## src/hdl/hav_pkg.sv

```systemverilog
// hav_pkg: shared widths, angle constants and elaboration-time tables
// (cordic arctangent table, cordic gain, degree-to-radian factor).
// no dependencies
`timescale 1ns / 1ps

package hav_pkg;

  localparam int unsigned LAT_W    = 28;
  localparam int unsigned LON_W    = 29;
  localparam int unsigned RADIUS_W = 23;
  localparam int unsigned DIST_W   = 25;
  localparam int unsigned ANG_W    = 30;
  localparam int unsigned MAG_W    = 28;
  localparam int unsigned Q_W      = 34;
  localparam int unsigned P_W      = 2 * Q_W;
  localparam int unsigned H_W      = 33;
  localparam int unsigned SQ_IN_W  = 63;
  localparam int unsigned SQ_W     = 32;
  localparam int unsigned RAD_LO_W = 18;
  localparam int unsigned RAD_W    = 36;

  localparam logic signed [31:0] UDEG2_FULL    = 32'sd720000000;
  localparam logic signed [31:0] UDEG2_HALF    = 32'sd360000000;
  localparam logic signed [31:0] UDEG2_QUARTER = 32'sd180000000;

  localparam logic [RADIUS_W-1:0] RADIUS_RST = 23'd6378137;
  localparam logic [DIST_W-1:0]   DIST_MAX   = 25'd25132742;
  localparam logic [H_W-1:0]      H_ONE      = 33'h1_0000_0000;

  function automatic logic [63:0] round_shr(input logic [63:0] v, input int unsigned s);
    logic [63:0] r;
    if (s == 0) r = v;
    else r = (v + (64'd1 << (s - 1))) >> s;
    return r;
  endfunction

  // shift-subtract quotient, used only while building the tables
  function automatic logic [63:0] udiv64(input logic [63:0] n, input logic [63:0] d);
    logic [63:0] q;
    logic [64:0] r;
    q = '0;
    r = '0;
    for (int i = 63; i >= 0; i--) begin
      r = {r[63:0], n[i]};
      if (r >= {1'b0, d}) begin
        r = r - {1'b0, d};
        q[i] = 1'b1;
      end
    end
    return q;
  endfunction

  // pi in Q60 from 4 atan(1/5) - atan(1/239)
  function automatic logic [63:0] pi_q60();
    logic [63:0] p;
    logic [63:0] t;
    logic [63:0] s5;
    logic [63:0] s239;
    int unsigned k;
    p = udiv64(64'd1 << 62, 64'd5);
    s5 = '0;
    k = 0;
    while (p != 0) begin
      t = udiv64(p, 64'(2 * k + 1));
      if (k[0]) s5 = s5 - t;
      else s5 = s5 + t;
      p = udiv64(p, 64'd25);
      k++;
    end
    p = udiv64(64'd1 << 62, 64'd239);
    s239 = '0;
    k = 0;
    while (p != 0) begin
      t = udiv64(p, 64'(2 * k + 1));
      if (k[0]) s239 = s239 - t;
      else s239 = s239 + t;
      p = udiv64(p, 64'd57121);
      k++;
    end
    return (s5 << 2) - s239;
  endfunction

  function automatic logic [63:0] atan_pow2_q62(input int unsigned i);
    logic [63:0] p;
    logic [63:0] t;
    logic [63:0] s;
    int unsigned k;
    p = 64'd1 << (62 - i);
    s = '0;
    k = 0;
    while (p != 0) begin
      t = udiv64(p, 64'(2 * k + 1));
      if (k[0]) s = s - t;
      else s = s + t;
      p = (2 * i < 64) ? (p >> (2 * i)) : 64'd0;
      k++;
    end
    return s;
  endfunction

  function automatic logic [63:0] atan_entry(input int unsigned i, input int unsigned f);
    logic [63:0] v;
    v = (i == 0) ? pi_q60() : atan_pow2_q62(i);
    return round_shr(v, 62 - f);
  endfunction

  function automatic logic [63:0] isqrt64(input logic [63:0] a);
    logic [63:0] v;
    logic [63:0] res;
    logic [63:0] b;
    v = a;
    res = '0;
    b = 64'd1 << 62;
    while (b > v) b = b >> 2;
    while (b != 0) begin
      if (v >= res + b) begin
        v = v - (res + b);
        res = (res >> 1) + b;
      end else begin
        res = res >> 1;
      end
      b = b >> 2;
    end
    return res;
  endfunction

  function automatic logic [63:0] cordic_gain(input int unsigned f, input int unsigned n);
    logic [63:0] k2;
    logic [63:0] k31;
    logic [63:0] r;
    k2 = 64'd1 << 62;
    for (int unsigned i = 0; i < n; i++) begin
      if (2 * i < 62) k2 = k2 - udiv64(k2, (64'd1 << (2 * i)) + 64'd1);
    end
    k31 = isqrt64(k2);
    if (f >= 31) r = k31 << (f - 31);
    else r = round_shr(k31, 31 - f);
    return r;
  endfunction

  function automatic logic [63:0] rad_per_unit_q62();
    return udiv64(pi_q60(), 64'd90000000);
  endfunction

endpackage

```

## src/hdl/hav_isqrt.sv

```systemverilog
// hav_isqrt: pipelined restoring integer square root (floor), one root bit
// per stage. depends on hav_pkg
`timescale 1ns / 1ps

module hav_isqrt (
  input  logic                          clk_i,
  input  logic                          rst_ni,
  input  logic                          valid_i,
  input  logic [hav_pkg::SQ_IN_W-1:0]   radicand_i,
  output logic                          valid_o,
  output logic [hav_pkg::SQ_W-1:0]      root_o
);
  import hav_pkg::*;

  logic [SQ_IN_W-1:0] rem_q  [SQ_W];
  logic [SQ_W-1:0]    root_q [SQ_W];
  logic               v_q    [SQ_W];

  for (genvar k = 0; k < SQ_W; k++) begin : g_step
    localparam int unsigned B = SQ_W - 1 - k;
    logic [SQ_IN_W-1:0] rem_in;
    logic [SQ_W-1:0]    root_in;
    logic               v_in;
    logic [63:0]        trial;

    if (k == 0) begin : g_first
      assign rem_in  = radicand_i;
      assign root_in = '0;
      assign v_in    = valid_i;
    end else begin : g_next
      assign rem_in  = rem_q[k-1];
      assign root_in = root_q[k-1];
      assign v_in    = v_q[k-1];
    end

    assign trial = (64'(root_in) << (B + 1)) + (64'd1 << (2 * B));

    always_ff @(posedge clk_i) begin
      if ({1'b0, rem_in} >= trial) begin
        rem_q[k]  <= rem_in - trial[SQ_IN_W-1:0];
        root_q[k] <= root_in | (SQ_W'(1) << B);
      end else begin
        rem_q[k]  <= rem_in;
        root_q[k] <= root_in;
      end
    end

    always_ff @(posedge clk_i or negedge rst_ni) begin
      if (!rst_ni) begin
        v_q[k] <= 1'b0;
      end else begin
        v_q[k] <= v_in;
      end
    end
  end

  assign valid_o = v_q[SQ_W-1];
  assign root_o  = root_q[SQ_W-1];

endmodule

```

## config.mk

```make
export PLATFORM = sky130hd
export DESIGN_NAME = hav_isqrt
export DESIGN_NICKNAME = d
export VERILOG_FILES = /design/src/hdl/hav_pkg.sv /design/src/hdl/hav_isqrt.sv
export SDC_FILE = /design/constraint.sdc
export NUM_CORES = 2
export LEC_CHECK = 0
export BUFFER_PORTS_ARGS = -buffer_cell sky130_fd_sc_hd__buf_2
export CAP_MARGIN = 40
export CORE_ASPECT_RATIO = 1.25
export CORE_MARGIN = 2
export CORE_UTILIZATION = 43
export CTS_CLUSTER_DIAMETER = 40
export DETAILED_ROUTE_END_ITERATION = 10
export PLACE_DENSITY = 0.57
export SLEW_MARGIN = 20
export SYNTH_ARGS = -nofsm -noshare
export SYNTH_HDL_FRONTEND = slang
export SYNTH_SLANG_ARGS = --single-unit
```

## constraint.sdc

```tcl
create_clock -name clk_i -period 10.3 [get_ports clk_i]
set_clock_uncertainty 0.1 [all_clocks]
set_input_delay 2.06 -clock clk_i [delete_from_list [all_inputs] [get_ports clk_i]]
set_output_delay 2.06 -clock clk_i [all_outputs]
set_load 0.01 [all_outputs]
```

==> flow_metrics.env <==
export IMPL_status="finished, final reports clean"
export IMPL_r2r_end="rem_q[7][117]"
export IMPL_finalHoldViolCount=0
export IMPL_worstSetupPathType="reg2reg"
export IMPL_synthArstFlopShare_pct=1.273
export IMPL_clock_fmax_mhz=230.0
export IMPL_nets=10450
export IMPL_ys_seq_area_share_pct=52.96
export IMPL_ctsHtreeMaxLevel=5
export IMPL_synth_top_cell_by_area="dfxtp_1"
export IMPL_post_cts_resized=0
export IMPL_path_cells="or4_1 -> nor3_1 -> nand3_1 -> nor4b_1 -> nor4_1 -> a211o_1 -> nor4b_1 -> xor2_1"
export IMPL_grt_pass1_vias=69470
export IMPL_cp_start_kind="flop"
export IMPL_worstPathRequired_ns=10.91
export IMPL_p_int_w=0.02181
export IMPL_worst_slew_pin_slew_ns=0.9868
export IMPL_via_per_inst=5.288
export IMPL_place_congestion=0.9072
export IMPL_final_cell_mix="dfxtp_1, inv_1, nand2_1"
export IMPL_hold_start="rem_q[0][129]"
export IMPL_synth_top_family_by_area="simple AND/OR/NAND/NOR gates"
export IMPL_cp_common_cell="nor4b_1"
export IMPL_slew_headroom_pct=33.61
export IMPL_synth_area_leaders="dfxtp_1, ha_1, xor2_1, xnor2_1, a21oi_1"
export IMPL_wl_per_cell_um=19.74
export IMPL_cts_hold_buf=0
export IMPL_wl_um=256800
export IMPL_num_rows=193
export IMPL_pin_count=99
export IMPL_synthXorXnorAreaFrac_pct=7.802
export IMPL_synth_cell_area_um2=95300
export IMPL_powerDensity_nw_per_um2=296.1
export IMPL_arrival_ns=4.96
export IMPL_period_share_pct=42.22
export IMPL_die_x_um=425.1
export IMPL_mostFrequentLayoutCell="dfxtp_1"
export IMPL_drtPass1Iterations=6
export IMPL_ir_drop_mv=0.1844
export IMPL_fp_dieH_um=530.4
export IMPL_final_util_pct=49.85
export IMPL_yosysWarnings=0
export IMPL_path_clk_slew_ns=0.06
export IMPL_ff2ff_path_depth=8
export IMPL_ys_ff_latch=2513
export IMPL_hold_class="reg2reg"
export IMPL_synthSimpleGateAreaFrac_pct=15.44
export IMPL_cts_tree="built"
export IMPL_cts_sinks=2513
export IMPL_whs_endpoint="rem_q[0][192]"
export IMPL_grtUsageTotal_pct=22.37
export IMPL_grt_start_max_net_pins=69
export IMPL_r2r_setup_slack_ns=5.95
export IMPL_syn_avg_cell_area_um2=9.982
export IMPL_hold_depth=0
export IMPL_postCtsSetupBuffers=0
export IMPL_cap_violations=0
export IMPL_synthAdderAreaFrac_pct=7.320
export IMPL_io_buffers=98
export IMPL_die_area_um2=225400
export IMPL_pwr_share_seq_pct=42.7
export IMPL_dpl_hpwl_um=202600
export IMPL_synth_top_cell_area_share_pct=52.12
export IMPL_synth_fp_nets=10170
export IMPL_final_antenna_net_count=0
export IMPL_finalSetupTns_ns=0
export IMPL_drive_gt1_share_pct=8.671
export IMPL_synth_edf_count=0
export IMPL_route_detailed_drc=0
export IMPL_setup_viol=0
export IMPL_synth_compound_area_share_pct=11.82
export IMPL_initial_core_util_pct=43.18
export IMPL_rsz0062_at_grt="false"
export IMPL_grt_ovfl_total=0
export IMPL_syn_to_final_growth_pct=15.46
export IMPL_clockRootBuffer="clkbuf_16"
export IMPL_comb_power_share_pct=23.2
export IMPL_synth_flop_cell="dfxtp_1"
export IMPL_fin_crit_ns=4.349
export IMPL_critPathMaxFanout=11
export IMPL_cts_buffer_depth=4
export IMPL_cts_buffers=314
export IMPL_antenna_found_initial=15
export IMPL_p_switching_w=0.01076
export IMPL_swShare_pct=33.04
export IMPL_cp_end_kind="flop"
export IMPL_slowest_delay_ns=0.86
export IMPL_grt_first_pass_wirelength_um=396600
export IMPL_p_leak_nw=49.35
export IMPL_dr_first_iter_drc_count=4192
export IMPL_vias=68790
export IMPL_slew_viol_final=0
export IMPL_synthCells=9548
export IMPL_clock_latency_ns=0.88
export IMPL_pwr_share_clk_pct=34.2
export IMPL_ys_types=99
export IMPL_slowest_stage="nor4b_1"
export IMPL_worstReg2RegStart="rem_q[7][39]"
export IMPL_synth_mux_area_share_pct=1.090
export IMPL_core_area_um2=220700
-- worst max path at each step --
| stage | from | endpoint |
|---|---|---|
| after floorplan | root_q[23][9] | rem_q[6][45] |
| after global placement | rem_q[7][39] | rem_q[7][108] |
| after detailed placement | rem_q[7][39] | rem_q[7][117] |
| after CTS | rem_q[7][51] | rem_q[7][68] |
| after global routing | root_q[26][5] | rem_q[6][241] |
| final | rem_q[7][39] | rem_q[7][117] |
-- registers in the layout, summed over array words and instances, names as in the netlist --
| register | cells |
|---|---|
| root_q | 528 |
| g_step.v_in | 31 |
| valid_o | 1 |
| rem_q | 1953 |
-- area by class of cell --
cell class	instances	area, um^2
diodes	4	10.01
inverters	698	2620
flip-flops and latches	2513	50470
repair buffers	152	898.4
multi-input cells	6152	41540
well taps	2925	3660
clock inverters	186	2307
fillers	20230	110700
clock buffers	378	8527
-- kinds of logic after synthesis --
logic type | after synthesis
XOR/XNOR | 849
AND/OR/NAND/NOR | 2828
AO/OA/AOI/OAI | 1825
buffers and inverters | 883
adder cells (fa/ha/maj) | 557
other | 1
multiplexers | 92
flip-flops | 2513
-- power groups by stage --
stage | combinational, W | sequential [W] | clock (W)
after floorplan | 0.00572 | 0.0131 | 0
after global placement | 0.00740 | 0.0141 | 0
after detailed placement | 0.00748 | 0.0141 | 0
after CTS | 0.00755 | 0.0139 | 0.0114
after global routing | 0.00840 | 0.0141 | 0.0118
final | 0.00754 | 0.0139 | 0.0111
-- metal layers --
layer	track usage, %	vias to the layer above	part of all wire (%)
met5	0	-	0.022
met4	6.714	10	2.6
met3	2.961	398	4.1
met2	40.77	1569	51
met1	27.18	32840	43
li1	-	33980	-
-- stage by stage --
| step | cell area [um^2] | instances | hold WS (ns) | worst slack (ns) | total power, W |
|---|---|---|---|---|---|
| detailed placement | 99160 | 12440 | 0.2324 | 6.089 | 0.02160 |
| global placement | 98940 | 12410 | 0.2288 | 5.866 | 0.02152 |
| global route | 110000 | 13010 | 0.2111 | 5.769 | 0.03432 |
| floorplan | 95300 | 9548 | 0.2224 | 6.921 | 0.01884 |
| finish | 110000 | 13010 | 0.1997 | 5.951 | 0.03258 |
| CTS | 110000 | 13000 | 0.2025 | 6.040 | 0.03286 |
-- cell usage after synthesis (15+ instances only) --
library cell	count
xnor2_1	422
o21bai_1	46
a31o_2	15
dfrtp_1	32
and4_1	26
ha_1	556
nand2_1	666
nor2b_1	83
nand4_1	163
mux2_2	73
nor4b_1	56
a21boi_0	30
a31oi_1	57
nand3b_1	31
a211oi_1	41
a21oi_1	539
o21a_1	105
nand2b_1	101
clkbuf_1	154
nand3_1	160
or2_2	52
o22ai_1	17
a21o_1	201
nand4b_1	19
inv_1	692
a211o_1	18
and3_1	42
and2_1	39
or4_1	66
nor4_1	338
o211ai_1	39
o31ai_1	48
xor2_1	427
nor3b_1	21
a2111oi_0	16
or3_1	115
o21ai_0	507
nor3_1	263
dfxtp_1	2481
nor2_1	540
-- critical path, delay by kind of cell, from the launching register on --
kind             cells  cell delay, ns
AO/OA/AOI/OAI        1            0.49
AND/OR/NAND/NOR      6            2.93
flip-flops           1            0.37
XOR/XNOR             1            0.33
No activity file was read; power rests on OpenSTA's default activity.
